[config.mk]
export PLATFORM = sky130hd
export DESIGN_NAME = radix_number_literal_parser_flat
export DESIGN_NICKNAME = d
export VERILOG_FILES = /design/src/rtl/rnlp_pkg.sv /design/src/rtl/rnlp_in_if.sv /design/src/rtl/rnlp_out_if.sv /design/src/rtl/rnlp_in_stage.sv /design/src/rtl/rnlp_step.sv /design/src/rtl/radix_number_literal_parser.sv /design/src/flat_wrapper.sv
export VERILOG_INCLUDE_DIRS = /design/src /design/src/rtl
export SDC_FILE = /design/constraint.sdc
export NUM_CORES = 1
export LEC_CHECK = 0
export ABC_AREA = 1
export BUFFER_PORTS_ARGS = -buffer_cell sky130_fd_sc_hd__buf_2
export CAP_MARGIN = 20
export CORE_MARGIN = 4
export CORE_UTILIZATION = 60
export DETAILED_ROUTE_END_ITERATION = 7
export PLACE_DENSITY = 0.79
export SYNTH_ARGS = -nofsm -noshare
export SYNTH_HDL_FRONTEND = slang
export SYNTH_SLANG_ARGS = --single-unit
[constraint.sdc]
create_clock -name clk_i -period 14 [get_ports clk_i]
set_input_delay 1.4 -clock clk_i [delete_from_list [all_inputs] [get_ports clk_i]]
set_output_delay 1.4 -clock clk_i [all_outputs]
set_load 0.03 [all_outputs]
[src/rtl/assert_macros.svh]
// Assertion macros shared by the parser RTL.
`ifndef ASSERT_MACROS_SVH
`define ASSERT_MACROS_SVH

// Property that must hold at every clock edge outside reset.
`define ASSERT_ALWAYS(lbl, clk, rstn, prop, msg) \
  lbl: assert property (@(posedge clk) disable iff (!rstn) (prop)) else $error(msg);

// Overlapping implication, checked outside reset.
`define ASSERT_IMPLIES(lbl, clk, rstn, ante, cons, msg) \
  lbl: assert property (@(posedge clk) disable iff (!rstn) (ante) |-> (cons)) else $error(msg);

// Implication checked in the cycle after the antecedent.
`define ASSERT_NEXT(lbl, clk, rstn, ante, cons, msg) \
  lbl: assert property (@(posedge clk) disable iff (!rstn) (ante) |=> (cons)) else $error(msg);

`endif

[src/rtl/rnlp_pkg.sv]
// Package with types, constants and the digit decoder of the literal parser.
`timescale 1ns / 1ps
`default_nettype none

package rnlp_pkg;

  // Accumulator width and fixed field widths.
  localparam int WordBits  = 32;
  localparam int ValueBits = 32;
  localparam int RadixBits = 5;
  localparam int CharBits  = 8;

  // Character codes that steer the parser.
  localparam logic [CharBits-1:0] ChHash  = 8'h23;
  localparam logic [CharBits-1:0] ChPoint = 8'h2E;
  localparam logic [CharBits-1:0] ChZero  = 8'h30;
  localparam logic [CharBits-1:0] ChNine  = 8'h39;
  localparam logic [CharBits-1:0] ChUpA   = 8'h41;
  localparam logic [CharBits-1:0] ChUpF   = 8'h46;
  localparam logic [CharBits-1:0] ChLoA   = 8'h61;
  localparam logic [CharBits-1:0] ChLoF   = 8'h66;
  localparam logic [CharBits-1:0] ChLoX   = 8'h78;
  localparam logic [CharBits-1:0] ChUpX   = 8'h58;
  localparam logic [CharBits-1:0] ChLoT   = 8'h74;
  localparam logic [CharBits-1:0] ChUpT   = 8'h54;
  localparam logic [CharBits-1:0] ChLoO   = 8'h6F;
  localparam logic [CharBits-1:0] ChUpO   = 8'h4F;

  // Number bases and the "not a digit" code.
  localparam logic [RadixBits-1:0] BaseNone = 5'd0;
  localparam logic [RadixBits-1:0] BaseOct  = 5'd8;
  localparam logic [RadixBits-1:0] BaseDec  = 5'd10;
  localparam logic [RadixBits-1:0] BaseHex  = 5'd16;
  localparam logic [RadixBits-1:0] NoDigit  = 5'd16;

  // Parser phase, one-hot.
  typedef enum logic [3:0] {
    PhIdle   = 4'b0001,
    PhHash   = 4'b0010,
    PhZero   = 4'b0100,
    PhDigits = 4'b1000
  } phase_e;

  // Architectural parser state.
  typedef struct packed {
    phase_e                 phase;
    logic [RadixBits-1:0]   base;
    logic [WordBits-1:0]    acc;
    logic                   point;
  } state_t;

  // One input character transaction.
  typedef struct packed {
    logic [CharBits-1:0] ch;
    logic                start_req;
  } item_t;

  // One result transaction.
  typedef struct packed {
    logic [ValueBits-1:0] value;
    logic                 is_number;
    logic                 saw_point;
  } result_t;

  // Hex digit value of a character, or NoDigit.
  function automatic logic [RadixBits-1:0] digit_of(input logic [CharBits-1:0] c);
    logic [RadixBits-1:0] d;
    d = NoDigit;
    if (c >= ChZero && c <= ChNine) begin
      d = RadixBits'(c - ChZero);
    end else if (c >= ChUpA && c <= ChUpF) begin
      d = RadixBits'(c - ChUpA) + BaseDec;
    end else if (c >= ChLoA && c <= ChLoF) begin
      d = RadixBits'(c - ChLoA) + BaseDec;
    end
    return d;
  endfunction

endpackage

`default_nettype wire

[src/rtl/rnlp_in_if.sv]
// Character channel: valid/ready handshake with one character and a start flag.
`timescale 1ns / 1ps
`default_nettype none

interface rnlp_in_if;
  import rnlp_pkg::*;

  logic                valid;
  logic                ready;
  logic [CharBits-1:0] ch;
  logic                start_req;

  modport source (output valid, output ch, output start_req, input ready);
  modport sink   (input valid, input ch, input start_req, output ready);
endinterface

`default_nettype wire

[src/rtl/rnlp_out_if.sv]
// Result channel: valid/ready handshake with the parsed literal.
`timescale 1ns / 1ps
`default_nettype none

interface rnlp_out_if;
  import rnlp_pkg::*;

  logic                 valid;
  logic                 ready;
  logic [ValueBits-1:0] value;
  logic                 is_number;
  logic                 saw_point;

  modport source (output valid, output value, output is_number, output saw_point,
                  input ready);
  modport sink   (input valid, input value, input is_number, input saw_point,
                  output ready);
endinterface

`default_nettype wire

[src/rtl/rnlp_in_stage.sv]
// Input register that captures one character transaction per cycle when free.
`timescale 1ns / 1ps
`default_nettype none

module rnlp_in_stage
  import rnlp_pkg::*;
(
  input  wire logic   clk_i,
  input  wire logic   rst_ni,
  rnlp_in_if.sink     in_i,
  input  wire logic   take_i,
  output logic        valid_o,
  output item_t       item_o
);

  logic  valid_q, valid_d;
  item_t item_q;
  logic  load;

  // The register accepts when empty or when its item moves on this cycle.
  assign in_i.ready = !valid_q || take_i;
  assign load       = in_i.valid && in_i.ready;

  always_comb begin
    valid_d = valid_q;
    if (load) begin
      valid_d = 1'b1;
    end else if (take_i) begin
      valid_d = 1'b0;
    end
  end

  always_ff @(posedge clk_i or negedge rst_ni) begin
    if (!rst_ni) begin
      valid_q <= 1'b0;
    end else begin
      valid_q <= valid_d;
    end
  end

  // Payload needs no reset.
  always_ff @(posedge clk_i) begin
    if (load) begin
      item_q <= '{ch: in_i.ch, start_req: in_i.start_req};
    end
  end

  assign valid_o = valid_q;
  assign item_o  = item_q;

endmodule

`default_nettype wire

[src/rtl/rnlp_step.sv]
// Next-state and result logic for one character of the literal.
`timescale 1ns / 1ps
`default_nettype none

module rnlp_step
  import rnlp_pkg::*;
(
  input  wire item_t                item_i,
  input  wire logic [RadixBits-1:0] default_radix_i,
  input  wire state_t               state_i,
  output state_t                    state_o,
  output logic                      emit_o,
  output result_t                   result_o
);

  logic [RadixBits-1:0] digit;
  logic [RadixBits-1:0] start_base;
  logic [WordBits-1:0]  prod;
  logic                 do_first;
  logic                 do_digit;
  state_t               nxt;

  assign digit      = digit_of(item_i.ch);
  assign start_base = (default_radix_i > BaseHex) ? BaseHex : default_radix_i;

  always_comb begin
    nxt      = state_i;
    emit_o   = 1'b0;
    result_o = '0;
    do_first = 1'b0;
    do_digit = 1'b0;
    prod     = '0;

    // Start of a literal or advance of the one in progress.
    if (item_i.start_req) begin
      nxt.base  = start_base;
      nxt.acc   = '0;
      nxt.point = 1'b0;
      if (item_i.ch == ChHash) begin
        nxt.base  = BaseHex;
        nxt.phase = PhHash;
      end else begin
        do_first = 1'b1;
      end
    end else begin
      unique case (state_i.phase)
        PhHash: begin
          do_first = 1'b1;
        end
        PhZero: begin
          nxt.phase = PhDigits;
          case (item_i.ch) inside
            ChLoX, ChUpX: nxt.base = BaseHex;
            ChLoT, ChUpT: nxt.base = BaseDec;
            ChLoO, ChUpO: nxt.base = BaseOct;
            default: begin
              if (nxt.base == BaseNone) begin
                nxt.base = BaseOct;
              end
              do_digit = 1'b1;
            end
          endcase
        end
        PhDigits: begin
          do_digit = 1'b1;
        end
        default: begin
          nxt.phase = PhIdle;
        end
      endcase
    end

    // First character of the literal proper.
    if (do_first) begin
      if (digit == NoDigit) begin
        emit_o    = 1'b1;
        nxt.phase = PhIdle;
      end else begin
        nxt.acc   = '0;
        nxt.point = 1'b0;
        if (item_i.ch == ChZero) begin
          nxt.phase = PhZero;
        end else begin
          if (nxt.base == BaseNone) begin
            nxt.base = BaseDec;
          end
          nxt.phase = PhDigits;
          do_digit  = 1'b1;
        end
      end
    end

    // Digit accumulation, point flag, or end of the literal.
    if (do_digit) begin
      if (digit < nxt.base) begin
        prod    = nxt.acc * WordBits'(nxt.base);
        nxt.acc = prod + WordBits'(digit);
      end else if (item_i.ch == ChPoint) begin
        nxt.point = 1'b1;
      end else begin
        emit_o             = 1'b1;
        result_o.value     = ValueBits'(nxt.acc);
        result_o.is_number = 1'b1;
        result_o.saw_point = nxt.point;
        nxt.phase          = PhIdle;
      end
    end
  end

  assign state_o = nxt;

endmodule

`default_nettype wire

[src/rtl/radix_number_literal_parser.sv]
// Top level of the radix-prefixed integer literal parser.
//
//   Channel    Dir  Handshake           Payload
//   in_i       in   valid/ready         ch[7:0], start_req
//   out_o      out  valid/ready         value[31:0], is_number, saw_point
//   cfg        in   cfg_we_i only       cfg_wdata_i[4:0] = default_radix
//
// A character transaction is registered, then processed by a single
// multiply-add (accumulator times base plus digit) into the accumulator, and
// a finished literal into the result register; one character per cycle
// unless a result waits; one that yields no result moves on even then.
// rst_ni clears the phase, base, accumulator and both valid flags at once.
`timescale 1ns / 1ps
`default_nettype none
`include "assert_macros.svh"

module radix_number_literal_parser
  import rnlp_pkg::*;
(
  input  wire logic                 clk_i,
  input  wire logic                 rst_ni,
  input  wire logic                 cfg_we_i,
  input  wire logic [RadixBits-1:0] cfg_wdata_i,
  rnlp_in_if.sink                   in_i,
  rnlp_out_if.source                out_o
);

  logic                 item_valid;
  item_t                item;
  logic                 take;
  logic                 emit;
  logic                 out_free;
  logic                 load_out;
  logic [RadixBits-1:0] radix_q;
  state_t               state_q, state_d;
  result_t              result;
  result_t              out_q;
  logic                 out_valid_q, out_valid_d;

  // Input register.
  rnlp_in_stage u_in_stage (
    .clk_i   (clk_i),
    .rst_ni  (rst_ni),
    .in_i    (in_i),
    .take_i  (take),
    .valid_o (item_valid),
    .item_o  (item)
  );

  // Per-character parse logic.
  rnlp_step u_step (
    .item_i          (item),
    .default_radix_i (radix_q),
    .state_i         (state_q),
    .state_o         (state_d),
    .emit_o          (emit),
    .result_o        (result)
  );

  // An item proceeds unless it would produce a result into a full slot.
  assign out_free = !out_valid_q || out_o.ready;
  assign take     = item_valid && (!emit || out_free);
  assign load_out = take && emit;

  // Configuration register.
  always_ff @(posedge clk_i or negedge rst_ni) begin
    if (!rst_ni) begin
      radix_q <= BaseNone;
    end else if (cfg_we_i) begin
      radix_q <= cfg_wdata_i;
    end
  end

  // Parser state advances with every processed character.
  always_ff @(posedge clk_i or negedge rst_ni) begin
    if (!rst_ni) begin
      state_q <= '{phase: PhIdle, base: BaseNone, acc: '0, point: 1'b0};
    end else if (take) begin
      state_q <= state_d;
    end
  end

  // Result register valid flag.
  always_comb begin
    out_valid_d = out_valid_q;
    if (load_out) begin
      out_valid_d = 1'b1;
    end else if (out_o.ready) begin
      out_valid_d = 1'b0;
    end
  end

  always_ff @(posedge clk_i or negedge rst_ni) begin
    if (!rst_ni) begin
      out_valid_q <= 1'b0;
    end else begin
      out_valid_q <= out_valid_d;
    end
  end

  always_ff @(posedge clk_i) begin
    if (load_out) begin
      out_q <= result;
    end
  end

  assign out_o.valid     = out_valid_q;
  assign out_o.value     = out_q.value;
  assign out_o.is_number = out_q.is_number;
  assign out_o.saw_point = out_q.saw_point;

  // Checks on the parser's own logic.
  `ASSERT_IMPLIES(a_load_free, clk_i, rst_ni, load_out, out_free, "result slot overwritten")
  `ASSERT_NEXT(a_idle_after_emit, clk_i, rst_ni, load_out, state_q.phase == PhIdle, "phase not idle after result")
  `ASSERT_IMPLIES(a_nan_clean, clk_i, rst_ni, out_valid_q && !out_q.is_number, out_q.value == '0 && !out_q.saw_point, "not-a-number result carries data")
  `ASSERT_ALWAYS(a_base_range, clk_i, rst_ni, state_q.phase != PhDigits || (state_q.base != BaseNone && state_q.base <= BaseHex), "digit phase without a valid base")

endmodule

`default_nettype wire
[src/flat_wrapper.sv]
// flat-port wrapper written by rule: the top's interface ports become plain ports
module radix_number_literal_parser_flat import rnlp_pkg::*;
  (clk_i, rst_ni, cfg_we_i, cfg_wdata_i, in_i_valid, in_i_ch, in_i_start_req, in_i_ready, out_o_valid, out_o_value, out_o_is_number, out_o_saw_point, out_o_ready);
  rnlp_in_if in_i_i ();
  rnlp_out_if out_o_i ();
  input  wire logic clk_i;
  input  wire logic rst_ni;
  input  wire logic cfg_we_i;
  input  wire logic [RadixBits-1:0] cfg_wdata_i;
  input wire logic [$bits(in_i_i.valid)-1:0] in_i_valid;
  input wire logic [$bits(in_i_i.ch)-1:0] in_i_ch;
  input wire logic [$bits(in_i_i.start_req)-1:0] in_i_start_req;
  output wire logic [$bits(in_i_i.ready)-1:0] in_i_ready;
  output wire logic [$bits(out_o_i.valid)-1:0] out_o_valid;
  output wire logic [$bits(out_o_i.value)-1:0] out_o_value;
  output wire logic [$bits(out_o_i.is_number)-1:0] out_o_is_number;
  output wire logic [$bits(out_o_i.saw_point)-1:0] out_o_saw_point;
  input wire logic [$bits(out_o_i.ready)-1:0] out_o_ready;
  assign in_i_i.valid = in_i_valid;
  assign in_i_i.ch = in_i_ch;
  assign in_i_i.start_req = in_i_start_req;
  assign in_i_ready = in_i_i.ready;
  assign out_o_valid = out_o_i.valid;
  assign out_o_value = out_o_i.value;
  assign out_o_is_number = out_o_i.is_number;
  assign out_o_saw_point = out_o_i.saw_point;
  assign out_o_i.ready = out_o_ready;
  radix_number_literal_parser u_core (.clk_i(clk_i), .rst_ni(rst_ni), .cfg_we_i(cfg_we_i), .cfg_wdata_i(cfg_wdata_i), .in_i(in_i_i), .out_o(out_o_i));
endmodule
-- Word level (Yosys, flattened, before mapping)
Cells that the tools add are included.
- bits in registers: 92
- bits in latches: 0
- RAM bits: 0
- memory bits (read-only): 0
- bits of input ports: 19
- memories kept: 0
- $add $sub $neg: 6
- $mul: 1
- div/mod/pow operators: 0
- magnitude comparators: 8
- eq/ne operators: 13
- shift operators: 0
- muxes and demuxes: 47
- bitwise operators: 1
- reduce and logical (&&, ||, !) cells: 22
- operators with widths (kind ; count):
    2-to-1 mux 33 bit ; 2
    2-to-1 mux 5 bit ; 11
    == test 8 x 7 -> 1 bit (second input constant) ; 6
    2-to-1 mux 42 bit ; 1
    2-to-1 mux 38 bit ; 1
    adder 32 x 5 -> 32 bit ; 1
    multiplier 32 x 5 -> 32 bit ; 1
    2-to-1 mux 32 bit ; 1
    == test 8 x 6 -> 1 bit (second input constant) ; 3
    2-to-1 mux 1 bit ; 21
    2-to-1 mux 4 bit ; 5
    2-to-1 mux 9 bit ; 2
    >= comparator 8 x 7 -> 1 bit (second input constant) ; 2
    <= comparator 8 x 7 -> 1 bit (second input constant) ; 2
    adder 5 x 4 -> 5 bit (second input constant) ; 2
    logical NOT 5 bit ; 2
    OR reduction 2 bit ; 5
    subtractor 5 x 1 -> 5 bit (second input constant) ; 2
    >= comparator 8 x 6 -> 1 bit (second input constant) ; 1
    <= comparator 8 x 6 -> 1 bit (second input constant) ; 1
    one-hot mux 4 bit (2 select lines) ; 1
    logical AND 1 bit ; 6
    == test 5 bit (second input constant) ; 1
    > comparator 5 bit (second input constant) ; 1
    12 further kinds ; 17

-- Logic depth before layout (Yosys ltp)
- depth after elaboration: 21
- mapped depth: 39
- mapped depth without buffers: 38

-- Hierarchy
A second synthesis with hierarchy kept.
- cell total of the unflattened synthesis: 1252
- area, all modules: 9709.3 um^2
- modules (own cells, without submodules) (module ; instances ; cells each ; area each (um^2)):
    rnlp_step ; 1 ; 992 ; 6443.7
    radix_number_literal_parser ; 1 ; 245 ; 2950.3
    rnlp_in_stage ; 1 ; 15 ; 315.3

-- Worst setup path after synthesis
OpenSTA, ideal clock, no wires.
- path kind: register to register
- from: register u_core.u_in_stage.item_q (netlist bit u_core.u_in_stage.item_o[1])
- to: register u_core.state_q[30] in the netlist's numbering
- data arrival time: 5.546 ns
- data required time: 13.875 ns
- path slack: 8.328 ns
- cell stages (with the launch flop): 35
- buffers on the path: 1
- cells stage by stage: edfxtp_1 -> inv_1 -> ha_1 -> nand2_1 -> inv_1 -> nand3_1 -> nand2_1 -> nand2_1 -> nand2_1 -> a21oi_1 -> nor2_1 -> nand3_1 -> nand2_1 -> inv_2 -> buf_1 -> nor2_1 -> fa_1 -> fa_1 -> inv_1 -> fa_1 -> inv_1 -> ha_1 -> nand2_1 -> nor4_1 -> nand4_1 -> nand3_1 -> nand2_1 -> o211ai_1 -> nand2_1 -> nand2_1 -> inv_1 -> o21bai_1 -> xor2_1 -> o21ai_0 -> o21ai_1
- word-level cells in the longest chain between the ends: 18
- elaborated cells on any way between the ends: 64
- those cells by class: add/sub (6); mul (1); order compare (7); eq/ne (10); mux (30); reduce/logical (10)
- ends and longest elaborated chain (what ; line ; text):
    start, declared ; rnlp_in_stage.sv:17 ; item_t item_q;
    start signal, assigned ; rnlp_in_stage.sv:44 ; item_q <= '{ch: in_i.ch, start_req: in_i.start_req};
    branches (longest 18 deep; another with multiplier 32 x 5 -> 32 bit) ; - ;
    end signal, assigned ; radix_number_literal_parser.sv:77 ; state_q <= '{phase: PhIdle, base: BaseNone, acc: '0, point: 1'b0};
    end signal, assigned ; radix_number_literal_parser.sv:79 ; state_q <= state_d;
    end, declared ; radix_number_literal_parser.sv:35 ; state_t state_q, state_d;
Several ways; the timed one is not identified.
A chain may end at the register's enable or synchronous reset.

-- Final worst setup path
- from: register u_core.u_in_stage.item_q (netlist bit u_core.u_in_stage.item_o[0])
- to: register u_core.state_q[32] in the netlist's numbering
- word-level cells in the longest chain between the ends: 12
- elaborated cells on any way between the ends: 24
- those cells by class: add/sub (1); mul (1); order compare (1); mux (17); reduce/logical (4)
- ends and longest elaborated chain (what):
    branches (longest 12 deep; another with multiplier 32 x 5 -> 32 bit)
Several ways; the timed one is not identified.

==> run metrics <==
Final Worst Setup Slack=6.92 ns; nets=1459; initial antenna violation count=0; maximum root-to-sink buffer count=2; status=finished with violations; Final Routed Wirelength=22.6 mm; Fin Clk Skew=0.0112 ns; Worst Path Max Fanout=28; slowest CP cell=inv_1; DP Worst Slack=7.08 ns; Antenna Nets Post-Route=0; initial cell density of the core=60.9%; max-cap check violation count=0; delay-heaviest family, CP=adder cells; Final min period=7.08 ns; vias=8146; Crit path arrival time=7.36 ns; final hold violations=0; CP Launch Type=register; die height=135 um; EDFF count, synth=43; Synth Instances=1251; Final Max Slew Viols=0; per-cell routed wire length=15.0 um; Post-DP HPWL=16.7 mm; Synth cell types=50; cts hold-fix bufs=0; Clock Pin Slew Worst Setup and Hold Paths=0.08 ns; number of global-route vias before repair=8094; setup_tns=0 ns; core area=15800 um^2; Rel. slew slack=32.3%; register area share after synthesis=26.1%; first-pass GRT wire length=38.8 mm; largest net degree at the start of global routing=58; share of cells above drive strength 1=8.62%; Slew @ Worst Pin=1.01 ns; fin crit share=50.5%; count of final setup violators=0; width of the die=135 um; Clock Root Buffer=clkbuf_16; Mean Syn Cell Area=7.70 um^2; vias per cell=5.42; DRC violations left=2; maximum vdd drop=0.0000705 V; fmax=141 MHz; cts bufs inserted=9; Synth Warn #=0; port bufs=54; clock sinks=92; worst path bufs/invs=7; die area=18100 um^2; Area Overhead vs Synth=6.91%; row count=46; CP dominant cell by count=inv_1; clock latency on the worst-skew pair=0.37 ns; DP Area=10000 um^2; Seq cells post-synth=92; CP max stage delay=0.79 ns; Worst Path Required=14.28 ns; syn nets=1427; failing checks=design-rule violations; Setup Fix Bufs, Post-CTS=0; all-layer global routing usage=26.5%; crit end category=register; Post-CTS Resized=0; Ant. Diodes=0; CTS tree=yes; IO Count=55; RSZ-0062 raised after global routing=no; routability cong.=0.916; Layout Utilization=65.1%; cell area after layout=10300 um^2; Leak Pwr=5.28 nW; htree depth=3; Main synth FF type=dfrtp_1; gr ovfl total=0; Post-Syn Area=9630 um^2; DRT Pass-1 Iters=8; initial drt markers=581; pwr dens=117 nW/um^2; critical path class=register to register; Hold Crit Class=register to register; Total Power=0.00120 W; Post-synth ARST share=53.3%
==> final timing paths <==
check / from / end / slack, ns / cells after the start
max: u_core.u_in_stage.item_o[0] / u_core.state_q[32] / 6.92 / 29
min in group asynchronous: rst_ni / u_core.state_q[7] / 1.15 / 2
min reg2reg: u_core.state_q[24] / u_core.state_q[24] / 0.49 / 2
min: u_core.state_q[24] / u_core.state_q[24] / 0.49 / 2
max in group asynchronous: rst_ni / u_core.state_q[25] / 12.40 / 2
max reg2reg: u_core.u_in_stage.item_o[0] / u_core.state_q[32] / 6.92 / 29
==> synth_stat cells (16+ instances only) <==
cell	n	area [um^2]
o21ai_1	30	150
fa_1	87	1740
xor2_1	16	140
dfrtp_1	48	1200
a21oi_1	51	255
o21ai_0	45	225
nor2_1	230	863
clkbuf_1	21	78.8
nand3_1	62	310
inv_1	226	848
ha_1	70	876
edfxtp_1	43	1290
nand2_1	202	758
==> cell families after synthesis <==
family	share of synthesized area (%)
multiplexers	0.351
adder cells (fa/ha/maj)	27.2
AND/OR/NAND/NOR	22.7
buffers and inverters	11.3
XOR/XNOR	2.27
flip-flops	26.1
AO/OA/AOI/OAI	9.99
==> worst min-delay path, cell delays in order (launching register included) <==
cell,delay [ns]
dfrtp_1,0.35
nand2_1,0.06
nand2_1,0.06
==> registers in the layout, indices dropped and copies added, names as in the netlist <==
register                   count
u_core.radix_q                 5
u_core.out_o.saw_point         1
u_core.state_q                42
u_core.u_in_stage.valid_o      1
u_core.out_o.valid             1
u_core.out_o.value            32
u_core.out_o.is_number         1
u_core.u_in_stage.item_o       9
==> metal layers <==
layer	vias up	part of all wire [%]	track usage [%]
met1	3891	44	35.9
li1	3974	-	-
met2	250	48	44.1
met5	-	0	0
met3	31	5.8	3.73
met4	0	1.8	8.65
==> where the power goes <==
part | switching (W) | leakage (nW) | total, W | internal, W
Sequential | 0.0000293 | 1.05 | 0.000376 | 0.000346
Combinational | 0.000396 | 4.10 | 0.000577 | 0.000181
Clock | 0.000126 | 0.141 | 0.000252 | 0.000125
Total | 0.000552 | 5.28 | 0.00120 | 0.000653
==> layout by cell type (no fill, tap or decap), drive strengths merged, types with 5 or more instances in the layout <==
master / Yosys / layout
a21o: 8 / 8
a21oi: 52 / 52
a31oi: 7 / 7
buf: 17 / 59
clkbuf: 21 / 9
dfrtp: 48 / 48
edfxtp: 43 / 43
fa: 87 / 87
ha: 70 / 70
inv: 234 / 239
nand2: 210 / 210
nand3: 67 / 67
nor2: 233 / 233
nor3: 12 / 12
o211ai: 7 / 7
o21ai: 76 / 76
o21bai: 5 / 5
xnor2: 9 / 9
xor2: 16 / 16
==> metrics by stage <==
| stage | cells | hold slack (ns) |
|---|---|---|
| 3_5_place_dp | 1488 | 0.467 |
| 3_3_place_gp | 1488 | 0.465 |
| 2_1_floorplan | 1251 | 0.450 |
| 6_report | 1504 | 0.489 |
| 4_1_cts | 1504 | 0.485 |
| 5_1_grt | 1504 | 0.518 |
==> cell type report <==
cell class                 instances  area, um^2
timing repair buffer              59         308
fill                            1395        5530
inverter                         236         888
clock buffer                       9         225
tap                              216         270
clock inverter                     7        65.1
multi-input combinational        885        6020
sequential                        92        2520
(Power assumes the default switching activity.)
